File: config.mk
export PLATFORM = sky130hd
export DESIGN_NAME = cell_readback_pec_checker_unit
export DESIGN_NICKNAME = d
export VERILOG_FILES = /design/src/rtl/crp_pkg.sv /design/src/rtl/crp_frame.sv /design/src/rtl/crp_emit.sv /design/src/rtl/cell_readback_pec_checker_unit.sv
export SDC_FILE = /design/constraint.sdc
export NUM_CORES = 1
export LEC_CHECK = 0
export BUFFER_PORTS_ARGS = -buffer_cell sky130_fd_sc_hd__buf_4
export CELL_PAD_IN_SITES_DETAIL_PLACEMENT = 0
export CELL_PAD_IN_SITES_GLOBAL_PLACEMENT = 2
export CORE_AREA = 2 2 134 136
export CTS_CLUSTER_DIAMETER = 50
export DETAILED_ROUTE_END_ITERATION = 8
export DIE_AREA = 0 0 136 138
export GPL_TIMING_DRIVEN = 0
export PLACE_DENSITY_LB_ADDON = 0.1
export SLEW_MARGIN = 25
export SYNTH_ARGS = -nofsm -noshare
export SYNTH_HDL_FRONTEND = slang
export SYNTH_SLANG_ARGS = --single-unit
File: constraint.sdc
create_clock -name clk -period 4.14 [get_ports clk]
set_input_delay 1.035 -clock clk [delete_from_list [all_inputs] [get_ports clk]]
set_output_delay 1.035 -clock clk [all_outputs]
set_load 0.03 [all_outputs]
File: src/rtl/crp_pkg.sv
`default_nettype none
// ============================================================================
// crp_pkg: shared types and constants of the cell readback PEC checker.
// Holds the CRC-15 lookup table, the result field widths and the small
// control struct that travels from the frame tracker to the result emitter.
// ============================================================================
package crp_pkg;

    // CRC-15 generator and seed of the packet error code.
    localparam logic [14:0] CRC_POLY = 15'h4599;
    localparam logic [14:0] CRC_SEED = 15'd16;

    // Field widths of the input and result items.
    localparam int BYTE_W     = 8;
    localparam int GROUP_W    = 2;
    localparam int CELL_NUM_W = 4;
    localparam int CODE_W     = 16;

    // Stream payload widths, padded to whole bytes.
    localparam int S_TDATA_W = 16;
    localparam int M_TDATA_W = 24;

    typedef logic [14:0] crc_table_t [256];

    // Remainder contribution of one byte entering the top of the register.
    function automatic crc_table_t build_crc_table();
        crc_table_t  t;
        logic [14:0] r;
        for (int i = 0; i < 256; i++)
        begin
            r = 15'(i) << 7;
            for (int j = 0; j < 8; j++)
            begin
                if (r[14])
                begin
                    r = (r << 1) ^ CRC_POLY;
                end
                else
                begin
                    r = r << 1;
                end
            end
            t[i] = r;
        end
        return t;
    endfunction

    localparam crc_table_t CRC_TABLE = build_crc_table();

    // One table step of the CRC over a single byte.
    function automatic logic [14:0] crc15_step(input logic [14:0] rem,
                                               input logic [7:0]  data);
        logic [7:0] addr;
        addr = rem[14:7] ^ data;
        return {rem[6:0], 8'h00} ^ CRC_TABLE[addr];
    endfunction

    // Summary of a finished frame handed to the emitter.
    typedef struct packed {
        logic               crc_error;
        logic [GROUP_W-1:0] group;
    } crp_burst_ctrl_t;

endpackage
`default_nettype wire

File: src/rtl/crp_frame.sv
`default_nettype none
// ============================================================================
// crp_frame: input register and frame tracker.
// Registers each accepted byte, walks the frame position, runs the CRC over
// the data bytes and, on the last code byte, hands a finished frame onward.
// ============================================================================
module crp_frame
    import crp_pkg::*;
#(
    parameter int CODES_PER_GROUP = 3,
    parameter int GROUP_COUNT     = 4
)
(
    input  wire logic                         clk,
    input  wire logic                         rst_n,
    input  wire logic                         s_tvalid,
    output logic                              s_tready,
    input  wire logic [S_TDATA_W-1:0]         s_tdata,   // rx_byte, cell_group
    input  wire logic                         s_tuser,   // frame_start
    output logic                              burst_valid,
    input  wire logic                         burst_ready,
    output crp_burst_ctrl_t                   burst_ctrl,
    output logic [2*CODES_PER_GROUP*8-1:0]    burst_data
);

    localparam int DATA_LEN  = 2 * CODES_PER_GROUP;
    localparam int FRAME_LEN = DATA_LEN + 2;
    localparam int POS_W     = $clog2(FRAME_LEN);
    localparam int IDX_W     = $clog2(DATA_LEN);
    localparam logic [POS_W-1:0] POS_IDLE  = '0;
    localparam logic [POS_W-1:0] POS_PEC_H = POS_W'(DATA_LEN);
    localparam logic [POS_W-1:0] POS_LAST  = POS_W'(FRAME_LEN - 1);

    // Input register.
    logic               in_valid_reg;
    logic [BYTE_W-1:0]  in_byte_reg;
    logic               in_start_reg;
    logic [GROUP_W-1:0] in_group_reg;

    // Frame state.
    logic [POS_W-1:0]   pos_reg, pos_next;
    logic [14:0]        crc_reg, crc_next;
    logic [BYTE_W-1:0]  pec_hi_reg;
    logic [GROUP_W-1:0] group_reg;
    logic [BYTE_W-1:0]  data_reg [DATA_LEN];

    logic proc_ready;
    logic proc_fire;
    logic is_final;
    logic data_wr;
    logic [IDX_W-1:0] data_idx;
    logic pec_mismatch;
    logic group_bad;

    // A final byte can only move on once the emitter has room for a frame.
    assign is_final   = in_valid_reg && !in_start_reg && (pos_reg == POS_LAST);
    assign proc_ready = !is_final || burst_ready;
    assign proc_fire  = in_valid_reg && proc_ready;
    assign s_tready   = !in_valid_reg || proc_ready;

    always_ff @(posedge clk or negedge rst_n)
    begin
        if (!rst_n)
        begin
            in_valid_reg <= 1'b0;
        end
        else if (s_tready)
        begin
            in_valid_reg <= s_tvalid;
        end
    end

    always_ff @(posedge clk)
    begin
        if (s_tvalid && s_tready)
        begin
            in_byte_reg  <= s_tdata[BYTE_W-1:0];
            in_group_reg <= s_tdata[BYTE_W +: GROUP_W];
            in_start_reg <= s_tuser;
        end
    end

    // Next position and remainder for the byte in the input register.
    always_comb
    begin
        pos_next = pos_reg;
        crc_next = crc_reg;
        data_wr  = 1'b0;
        data_idx = pos_reg[IDX_W-1:0];
        if (in_start_reg)
        begin
            pos_next = POS_W'(1);
            crc_next = crc15_step(CRC_SEED, in_byte_reg);
            data_wr  = 1'b1;
            data_idx = '0;
        end
        else if (pos_reg == POS_IDLE)
        begin
            pos_next = pos_reg;
        end
        else if (pos_reg < POS_PEC_H)
        begin
            pos_next = pos_reg + POS_W'(1);
            crc_next = crc15_step(crc_reg, in_byte_reg);
            data_wr  = 1'b1;
        end
        else if (pos_reg == POS_PEC_H)
        begin
            pos_next = pos_reg + POS_W'(1);
        end
        else
        begin
            pos_next = POS_IDLE;
        end
    end

    always_ff @(posedge clk or negedge rst_n)
    begin
        if (!rst_n)
        begin
            pos_reg    <= POS_IDLE;
            crc_reg    <= CRC_SEED;
            pec_hi_reg <= '0;
            group_reg  <= '0;
        end
        else if (proc_fire)
        begin
            pos_reg <= pos_next;
            crc_reg <= crc_next;
            if (in_start_reg)
            begin
                group_reg <= in_group_reg;
            end
            if (!in_start_reg && (pos_reg == POS_PEC_H))
            begin
                pec_hi_reg <= in_byte_reg;
            end
        end
    end

    // Data byte store, written at the current position.
    always_ff @(posedge clk)
    begin
        for (int i = 0; i < DATA_LEN; i++)
        begin
            if (proc_fire && data_wr && (data_idx == IDX_W'(i)))
            begin
                data_reg[i] <= in_byte_reg;
            end
        end
    end

    // Frame check on the low code byte.
    assign pec_mismatch = {pec_hi_reg, in_byte_reg} != {crc_reg, 1'b0};
    assign group_bad    = {2'b00, group_reg} >= 4'(GROUP_COUNT);

    assign burst_valid          = proc_fire && is_final;
    assign burst_ctrl.crc_error = pec_mismatch || group_bad;
    assign burst_ctrl.group     = group_reg;

    always_comb
    begin
        for (int i = 0; i < DATA_LEN; i++)
        begin
            burst_data[i*8 +: 8] = data_reg[i];
        end
    end

    // A frame is only offered when the emitter can take it.
    a_burst_only_when_ready: assert property (@(posedge clk) disable iff (!rst_n)
        burst_valid |-> burst_ready)
        else $error("frame handed over while emitter busy");

    // The position never runs past the last code byte.
    a_pos_in_range: assert property (@(posedge clk) disable iff (!rst_n)
        pos_reg <= POS_LAST)
        else $error("frame position out of range");

    // A frame start always leaves the tracker after the first data byte.
    a_start_restarts: assert property (@(posedge clk) disable iff (!rst_n)
        (proc_fire && in_start_reg) |=> (pos_reg == POS_W'(1)))
        else $error("frame start did not restart the frame");

endmodule
`default_nettype wire

File: src/rtl/crp_emit.sv
`default_nettype none
// ============================================================================
// crp_emit: result emitter.
// Holds one finished frame and sends its results, one per cycle unless
// stalled, through the output register: cell codes or a single error result.
// ============================================================================
module crp_emit
    import crp_pkg::*;
#(
    parameter int CODES_PER_GROUP = 3
)
(
    input  wire logic                          clk,
    input  wire logic                          rst_n,
    input  wire logic                          burst_valid,
    output logic                               burst_ready,
    input  wire crp_burst_ctrl_t               burst_ctrl,
    input  wire logic [2*CODES_PER_GROUP*8-1:0] burst_data,
    output logic                               m_tvalid,
    input  wire logic                          m_tready,
    output logic [M_TDATA_W-1:0]               m_tdata,   // cell_number, cell_code
    output logic                               m_tuser,   // crc_error
    output logic                               m_tlast    // last
);

    localparam int K_W = (CODES_PER_GROUP > 1) ? $clog2(CODES_PER_GROUP) : 1;
    localparam logic [K_W-1:0] K_LAST = K_W'(CODES_PER_GROUP - 1);

    // Pending frame.
    logic                               burst_valid_reg;
    crp_burst_ctrl_t                    burst_ctrl_reg;
    logic [2*CODES_PER_GROUP*8-1:0]     burst_data_reg;
    logic [K_W-1:0]                     idx_reg;

    // Output register.
    logic                  m_tvalid_reg;
    logic [CELL_NUM_W-1:0] num_reg;
    logic [CODE_W-1:0]     code_reg;
    logic                  err_reg;
    logic                  last_reg;

    logic                  out_load;
    logic [CELL_NUM_W-1:0] item_num;
    logic [CODE_W-1:0]     item_code;
    logic                  item_last;
    logic [7:0]            num_prod;

    assign burst_ready = !burst_valid_reg;
    assign out_load    = burst_valid_reg && (!m_tvalid_reg || m_tready);

    // Build the next result from the pending frame.
    always_comb
    begin
        num_prod = {6'b000000, burst_ctrl_reg.group} * 8'(CODES_PER_GROUP);
        if (burst_ctrl_reg.crc_error)
        begin
            item_num  = '0;
            item_code = '0;
            item_last = 1'b1;
        end
        else
        begin
            item_num  = num_prod[CELL_NUM_W-1:0] + CELL_NUM_W'(idx_reg);
            item_code = burst_data_reg[idx_reg*CODE_W +: CODE_W];
            item_last = (idx_reg == K_LAST);
        end
    end

    // Frame holding register and result counter.
    always_ff @(posedge clk or negedge rst_n)
    begin
        if (!rst_n)
        begin
            burst_valid_reg <= 1'b0;
            idx_reg         <= '0;
        end
        else if (burst_valid && burst_ready)
        begin
            burst_valid_reg <= 1'b1;
            idx_reg         <= '0;
        end
        else if (out_load)
        begin
            if (item_last)
            begin
                burst_valid_reg <= 1'b0;
                idx_reg         <= '0;
            end
            else
            begin
                idx_reg <= idx_reg + K_W'(1);
            end
        end
    end

    always_ff @(posedge clk)
    begin
        if (burst_valid && burst_ready)
        begin
            burst_ctrl_reg <= burst_ctrl;
            burst_data_reg <= burst_data;
        end
    end

    // Output register.
    always_ff @(posedge clk or negedge rst_n)
    begin
        if (!rst_n)
        begin
            m_tvalid_reg <= 1'b0;
        end
        else if (out_load)
        begin
            m_tvalid_reg <= 1'b1;
        end
        else if (m_tready)
        begin
            m_tvalid_reg <= 1'b0;
        end
    end

    always_ff @(posedge clk)
    begin
        if (out_load)
        begin
            num_reg  <= item_num;
            code_reg <= item_code;
            err_reg  <= burst_ctrl_reg.crc_error;
            last_reg <= item_last;
        end
    end

    assign m_tvalid = m_tvalid_reg;
    assign m_tdata  = {{(M_TDATA_W - CELL_NUM_W - CODE_W){1'b0}}, code_reg, num_reg};
    assign m_tuser  = err_reg;
    assign m_tlast  = last_reg;

    // An error result carries no code and closes its frame.
    a_error_is_last: assert property (@(posedge clk) disable iff (!rst_n)
        (m_tvalid && m_tuser) |-> (m_tlast && (m_tdata == '0)))
        else $error("error result not alone in its frame");

    // The result counter stays inside the group of codes.
    a_idx_in_range: assert property (@(posedge clk) disable iff (!rst_n)
        burst_valid_reg |-> (idx_reg <= K_LAST))
        else $error("result counter out of range");

    // Sending the last result frees the frame holding register.
    a_last_frees: assert property (@(posedge clk) disable iff (!rst_n)
        (out_load && item_last) |=> !burst_valid_reg)
        else $error("frame not released after its last result");

endmodule
`default_nettype wire

File: src/rtl/cell_readback_pec_checker_unit.sv
`default_nettype none
// ============================================================================
// cell_readback_pec_checker_unit: cell-voltage readback PEC checker.
// Checks the CRC-15 packet error code of a register-group response and
// turns the data bytes into numbered cell codes.
// ============================================================================
// Usage:
//   Input stream: one response byte per request. s_tdata carries the byte in
//   bits 7:0 and the register group in bits 9:8; s_tuser marks the first byte
//   of a response. A response is 2*CODES_PER_GROUP data bytes followed by the
//   two code bytes, high byte first. Bytes outside a response are dropped.
//   Output stream: for a good response, CODES_PER_GROUP results with the cell
//   number in m_tdata[3:0] and the code in m_tdata[19:4], m_tlast on the final
//   one. For a bad code or an out-of-range group, one result with m_tuser set,
//   m_tdata zero and m_tlast set.
//   Throughput: one byte per cycle while s_tready is high; the CRC is one
//   table step per byte. Results leave one per cycle from the output
//   register while m_tready is high. The first result follows the last
//   code byte through the input, frame holding and output registers.
//   Reset clears the input and output valids and returns to waiting for a
//   frame start. When the receiver stalls, results hold in the output
//   register and one finished frame waits behind it; only the last code byte
//   of a following frame is held back, so s_tready drops just then.
// ============================================================================
module cell_readback_pec_checker_unit
    import crp_pkg::*;
#(
    parameter int CODES_PER_GROUP = 3,
    parameter int GROUP_COUNT     = 4
)
(
    input  wire logic                 clk,
    input  wire logic                 rst_n,
    input  wire logic                 s_tvalid,
    output logic                      s_tready,
    input  wire logic [S_TDATA_W-1:0] s_tdata,   // rx_byte, cell_group
    input  wire logic                 s_tuser,   // frame_start
    output logic                      m_tvalid,
    input  wire logic                 m_tready,
    output logic [M_TDATA_W-1:0]      m_tdata,   // cell_number, cell_code
    output logic                      m_tuser,   // crc_error
    output logic                      m_tlast    // last
);

    logic                            burst_valid;
    logic                            burst_ready;
    crp_burst_ctrl_t                 burst_ctrl;
    logic [2*CODES_PER_GROUP*8-1:0]  burst_data;

    // Frame tracking and CRC check.
    crp_frame #(
        .CODES_PER_GROUP (CODES_PER_GROUP),
        .GROUP_COUNT     (GROUP_COUNT)
    ) u_frame (
        .clk         (clk),
        .rst_n       (rst_n),
        .s_tvalid    (s_tvalid),
        .s_tready    (s_tready),
        .s_tdata     (s_tdata),
        .s_tuser     (s_tuser),
        .burst_valid (burst_valid),
        .burst_ready (burst_ready),
        .burst_ctrl  (burst_ctrl),
        .burst_data  (burst_data)
    );

    // Result sequencing.
    crp_emit #(
        .CODES_PER_GROUP (CODES_PER_GROUP)
    ) u_emit (
        .clk         (clk),
        .rst_n       (rst_n),
        .burst_valid (burst_valid),
        .burst_ready (burst_ready),
        .burst_ctrl  (burst_ctrl),
        .burst_data  (burst_data),
        .m_tvalid    (m_tvalid),
        .m_tready    (m_tready),
        .m_tdata     (m_tdata),
        .m_tuser     (m_tuser),
        .m_tlast     (m_tlast)
    );

endmodule
`default_nettype wire

# Yosys cells after proc, flatten, opt, wreduce, memory -nomap -nowiden
# Memory sizes are Yosys's and may differ from the RTL's. A register that Yosys moved wholly into a read port is not among the register bits.
# Index checks and enable logic that the tools add are counted.
word_totals:
  regBits: 69
  latch_bits: 0
  ram_bits: 48
  romBits: 7680
  input_bits: 21
  output_inout_bits: 28
  elab_cells: 133
  memories: 3
classes:
  addsub: 3
  n_mul: 1
  n_div: 0
  magnitude_cmp: 3
  eq_ne: 10
  n_shift: 1
  n_mux: 51
  bitwise: 5
  n_reduce_logical: 39
memory_table:
  columns: ["memory", "depth", "word_bits", "rd", "rd_clocked_by_memory_dff", "write_ports", "line_no", "rtl"]
  rows:
  - ["(no name shown)", 256, 15, 1, 0, 0, "crp_pkg.sv:55", "return {rem[6:0], 8'h00} ^ CRC_TABLE[addr];"]
  - ["(no name shown)", 256, 15, 1, 0, 0, "crp_pkg.sv:55", null]
  - ["u_frame.data_reg", 6, 8, 6, 6, 1, "crp_frame.sv:45", "logic [BYTE_W-1:0] data_reg [DATA_LEN];"]
op_table:
  columns: ["cell", "count"]
  rows:
  - ["2-to-1 mux 15 bit", 7]
  - ["indexed part select 48 x 7 -> 16 bit", 1]
  - ["2-to-1 mux 8 bit", 5]
  - ["OR reduction 8 bit", 5]
  - ["2-to-1 mux 3 bit", 10]
  - ["2-to-1 mux 1 bit", 26]
  - [">= comparator 9 bit, second input constant", 2]
  - ["inverter 8 -> 9 bit", 2]
  - ["inequality test 16 bit", 1]
  - ["logical AND 1 bit", 15]
  - ["XOR 15 bit", 1]
  - ["equality test 3 bit, second input constant", 4]
  - ["AND reduction 2 bit", 4]
  - ["nonzero test 2 bit", 4]
  - ["XOR 8 bit", 1]
  - ["equality test 3 x 2 -> 1 bit, second input constant", 2]
  - ["zero test 3 bit", 2]
  - ["2-to-1 mux 2 bit", 3]
  - ["zero test 1 bit", 5]
  - ["adder 4 x 2 -> 4 bit", 1]
  - ["multiplier 2 x 2 -> 4 bit, second input constant", 1]
  - ["adder 3 x 1 -> 3 bit, second input constant", 1]
  - ["equality test 3 x 1 -> 1 bit, second input constant", 1]
  - ["logical OR 1 bit", 3]
  - ["other kinds (6)", 6]

# Depth between registers and ports, before layout
depth:
  word_depth: 16
  ltp_mapped: 8
  depth_no_buf: 7

# By module
# From an unflattened synthesis, not the netlist that was laid out.
unflattened:
  cells_unflattened: 514
  area_unflattened_um2: 7519.7
modules_own_cells:
  columns: ["module", "n_inst", "cells_each", "area_each_um2", "seq_area_each_um2"]
  rows:
  - ["crp_frame", 1, 332, 4429.2, 2498.6]
  - ["crp_emit", 1, 182, 3090.5, 2292.2]

# Worst setup path before layout
# Ideal clock, no wire load.
synth_path:
  kind: "reg-to-reg"
  start: "register u_frame.pos_reg[1]"
  end: "register u_emit.burst_ctrl_reg[0] (netlist bit), enable pin"
  setup_time_ps: 463
  arrival_time_ps: 3059
  required_time_ps: 3677
  setup_slack_ps: 618
  path_stages_with_launch: 5
  n_path_buf: 0
  period_less_slack_ps: 3522
  path_cell_list: "dfrtp_1 ha_1 ha_1 nand2_1 nor2_1"
synth_between:
  elab_chain_cells: 7
synth_rtl:
  columns: ["element", "line_no", "rtl"]
  rows:
  - ["start: declaration", "crp_frame.sv:41", "logic [POS_W-1:0] pos_reg, pos_next;"]
  - ["start signal: assignment", "crp_frame.sv:128", "pos_reg <= pos_next;"]
  - ["equality test 3 bit (*)", "crp_frame.sv:56", "assign is_final = in_valid_reg && !in_start_reg && (pos_reg == POS_LAST);"]
  - ["logical AND 1 bit (*)", "crp_frame.sv:56", null]
  - ["zero test 1 bit", "crp_frame.sv:57", "assign proc_ready = !is_final || burst_ready;"]
  - ["logical OR 1 bit", "crp_frame.sv:57", null]
  - ["logical AND 1 bit", "crp_frame.sv:58", "assign proc_fire = in_valid_reg && proc_ready;"]
  - ["logical AND 1 bit (*)", "crp_frame.sv:157", "assign burst_valid = proc_fire && is_final;"]
  - ["logical AND 1 bit (*)", "crp_emit.sv:98", "if (burst_valid && burst_ready)"]
  - ["end signal: assignment", "crp_emit.sv:100", "burst_ctrl_reg <= burst_ctrl;"]
  - ["end: declaration", "crp_emit.sv:31", "crp_burst_ctrl_t burst_ctrl_reg;"]
# Mark *: on every way between the ends. The rest lies on a longest branch, timed or not.
# A chain may end at the register's enable or synchronous reset.

# Final worst setup path
layout_path:
  start: "register u_frame.pos_reg[1]"
  end: "output port s_tready"
layout_between:
  elab_chain_cells: 5
layout_rtl:
  columns: ["element", "line_no", "rtl"]
  rows:
  - ["equality test 3 bit", "crp_frame.sv:56", null]
  - ["logical AND 1 bit", "crp_frame.sv:56", null]
  - ["zero test 1 bit", "crp_frame.sv:57", null]
  - ["logical OR 1 bit", "crp_frame.sv:57", null]
  - ["logical OR 1 bit", "crp_frame.sv:59", "assign s_tready = !in_valid_reg || proc_ready;"]
  - ["end: declaration", "cell_readback_pec_checker_unit.sv:35", "output logic s_tready,"]
# No other way between the ends.

==> results_dict.tcl <==
set metrics [dict create \
    rows 49 \
    place_hpwl_um 10440 \
    post_synth_num_cell_types 53 \
    drv_cap 0 \
    dieArea_um2 18770 \
    use_met2 0.2724 \
    layout_setup_ws_ps 1386 \
    ctsHoldBuffers 0 \
    fillers 1545 \
    worst_pin_slew_ps 910.1 \
    port_buffers 38 \
    fp.dieH_um 138 \
    drt_iter0_markers 274 \
    slew_headroom 0.3926 \
    ant_nets 0 \
    initial_utilization 0.4177 \
    wl_per_cell_um 18.55 \
    globalRouteTotalUtil 0.1719 \
    dr.pass1.iters 4 \
    cts_resized 0 \
    peakVddDrop_mv 0.3644 \
    report.final.hold_viol_count 0 \
    grt_use_met3 0.03997 \
    cts_tree "done" \
    fin_crit_sh 0.6651 \
    clock-sinks 165 \
    nets 608 \
    p_seq_frac 0.363 \
    p_comb_frac 0.345 \
    met1_usage 0.2355 \
    num_vias 3975 \
    via_per_inst 4.889 \
    antenna_found_initial 0 \
    grt_pass1_vias 3974 \
    multiInputGateArea_um2 2352 \
    internal-power_mw 4.116 \
    gr-total-overflow 0 \
    grt_max_degree 34 \
    leakage_nw 3.293 \
    hp-class "flop to flop" \
    clock_skew_ps 10.31 \
    htreeDepth 4 \
    crit_path_max_fanout 9 \
    synthToLayoutAreaGrowth_pct 18.19 \
    powerDensity_nw_per_um2 706.2 \
    cts_buffers 17 \
    syn_area_um2 7325 \
    critical_path_required_ps 3110 \
    pre_cts_ws_ps 1446 \
    crit_arrival_ps 1720 \
    max_freq_mhz 363.2 \
    place_congestion 0.8204 \
    yosys_warnings 0 \
    busiest_layer "met2" \
    stdcell_area_um2 8657 \
    slew_violations 0 \
    synth_flop_cell "edfxtp_1" \
    power.share.switching 0.3267 \
    startpoint_type "flop" \
    setup_viol_count_final 0 \
    dieWidth_um 136 \
    final_util 0.4937 \
    p_switching_mw 1.997 \
    place_area_um2 7993 \
    path_class "flop to output pin" \
    synth_edf_count 132 \
    wl_um 15080 \
    syn_inst 509 \
    clk_pin_slew_ps 70 \
    route.detailed.drc 0 \
    status "completed" \
    fin_cells 813 \
    clock_path_buffers 2 \
    clkLatencyLatePin_ps 430 \
    period_needed_ps 2754 \
    drive_gt1_frac 0.2003 \
    dp.cells 782 \
    grt_pass1_wl_um 23330 \
    async_reset_ff_frac 0.2000 \
    clkPwrFrac 0.292 \
    core_um2 17530 \
    rsz0062_at_grt "no" \
    diodes 0 \
    ios 49 \
    seq_area_um2 4791 \
    final.setup.tns_ps 0 \
    clockRootBuffer "clkbuf_16" \
    syn_avg_cell_area_um2 14.39 \
    critPathCaptureType "output pin" \
    yosysSeqAreaShare 0.6541 \
    cts_setup_buffers 0 \
    ys_ff_latch 165 \
]
kinds of logic after synthesis:
kind of cell	synth area share
other cells	0.0005120
flops	0.6541
mux	0.04493
simple gates	0.07294
compound gates	0.05022
buf+inv	0.02938
fa+ha+maj	0.02767
xor+xnor	0.1203
stage by stage:
stage                     hold slack, ps  power (mW)
after floorplan                    400.3       3.865
after global placement             401.6       4.332
after detailed placement           404.5       4.362
after CTS                          418.3       6.155
after global routing               415.2       6.449
final                              416.6       6.113
Yosys cell counts, types with 2 or more instances:
| master | instances | share of area |
|---|---|---|
| a211oi_1 | 3 | 0.0031 |
| nor3_1 | 6 | 0.0041 |
| buf_4 | 8 | 0.0082 |
| inv_1 | 13 | 0.0067 |
| a31oi_1 | 2 | 0.0017 |
| xnor2_1 | 41 | 0.049 |
| xor3_1 | 3 | 0.0097 |
| and2_1 | 2 | 0.0017 |
| a221o_1 | 2 | 0.0027 |
| dfrtp_1 | 32 | 0.11 |
| ha_1 | 13 | 0.022 |
| a21oi_1 | 28 | 0.019 |
| nand2b_1 | 4 | 0.0034 |
| and4_1 | 4 | 0.0048 |
| nor4_1 | 5 | 0.0043 |
| nor2_1 | 47 | 0.024 |
| o31ai_1 | 2 | 0.0020 |
| o211ai_1 | 6 | 0.0061 |
| or2_2 | 5 | 0.0043 |
| clkbuf_1 | 15 | 0.0077 |
| nand2_1 | 18 | 0.0092 |
| xnor3_1 | 4 | 0.012 |
| nand3_1 | 7 | 0.0048 |
| and3_1 | 4 | 0.0034 |
| xnor2_4 | 2 | 0.0075 |
| fa_1 | 2 | 0.0055 |
| buf_2 | 6 | 0.0041 |
| nand4_1 | 2 | 0.0017 |
| mux2_2 | 13 | 0.020 |
| mux2i_1 | 16 | 0.022 |
| o21ai_0 | 12 | 0.0082 |
| xor2_1 | 28 | 0.033 |
| edfxtp_1 | 132 | 0.54 |
| nor2b_1 | 3 | 0.0026 |
final timing paths:
kind | startpoint | to | slack (ps) | cells after the start
setup / recovery | u_frame.pos_reg[1] | s_tready | 1390 | 4
hold / removal | u_frame.data_reg[4][7] | u_emit.burst_data_reg[39] | 420 | 0
setup reg to reg | u_frame.in_byte_reg[1] | u_frame.crc_reg[14] | 1430 | 8
hold reg to reg | u_frame.data_reg[4][7] | u_emit.burst_data_reg[39] | 420 | 0
max in group asynchronous | rst_n | u_frame.crc_reg[4] | 3190 | 1
min in group asynchronous | rst_n | u_frame.group_reg[1] | 580 | 1
cell usage in the layout (no fill, tap or decap), types with 3 or more instances in the layout:
cell type	n
a211oi_1	3
a21oi_1	28
and3_1	4
and4_1	4
buf_2	6
buf_4	47
bufinv_16	5
clkbuf_1	15
clkbuf_16	17
conb_1	4
dfrtp_1	32
edfxtp_1	132
ha_1	13
inv_1	13
inv_8	5
mux2_2	13
mux2i_1	16
nand2_1	18
nand2b_1	4
nand3_1	7
nor2_1	46
nor2b_1	3
nor3_1	3
nor3_2	3
nor4_1	5
o211ai_1	6
o21ai_0	12
or2_2	5
xnor2_1	41
xnor3_1	4
xor2_1	28
xor3_1	3
critical path, stage by stage, from the launching register on:
cell and delay, ps:
dfrtp_1 520, ha_1 210, ha_1 200, nand3_1 150, buf_4 220
final cells by class:
cell class / instances / share of cell area
clock buffers: 17 / 0.04914
plain buffers: 32 / 0.01922
inverters: 13 / 0.005637
repair buffers: 41 / 0.04018
clock inverters: 14 / 0.02761
multi-input cells: 302 / 0.2717
flip-flops and latches: 165 / 0.5534
well taps: 229 / 0.03310
routing by layer:
layer / vias to the layer above / part of all wire
met5: - / 0
met4: 0 / 0.012
met3: 15 / 0.041
met2: 75 / 0.49
met1: 1944 / 0.46
li1: 1941 / -
power by group through the flow:
stage	combinational (mW)	clock [mW]	sequential, mW
4_1_cts	2.11	1.82	2.22
3_3_place_gp	2.08	0	2.25
3_5_place_dp	2.11	0	2.26
2_1_floorplan	1.56	0	2.31
6_report	2.11	1.78	2.22
5_1_grt	2.31	1.90	2.25
Note: power is estimated with default switching activity, not from simulation.
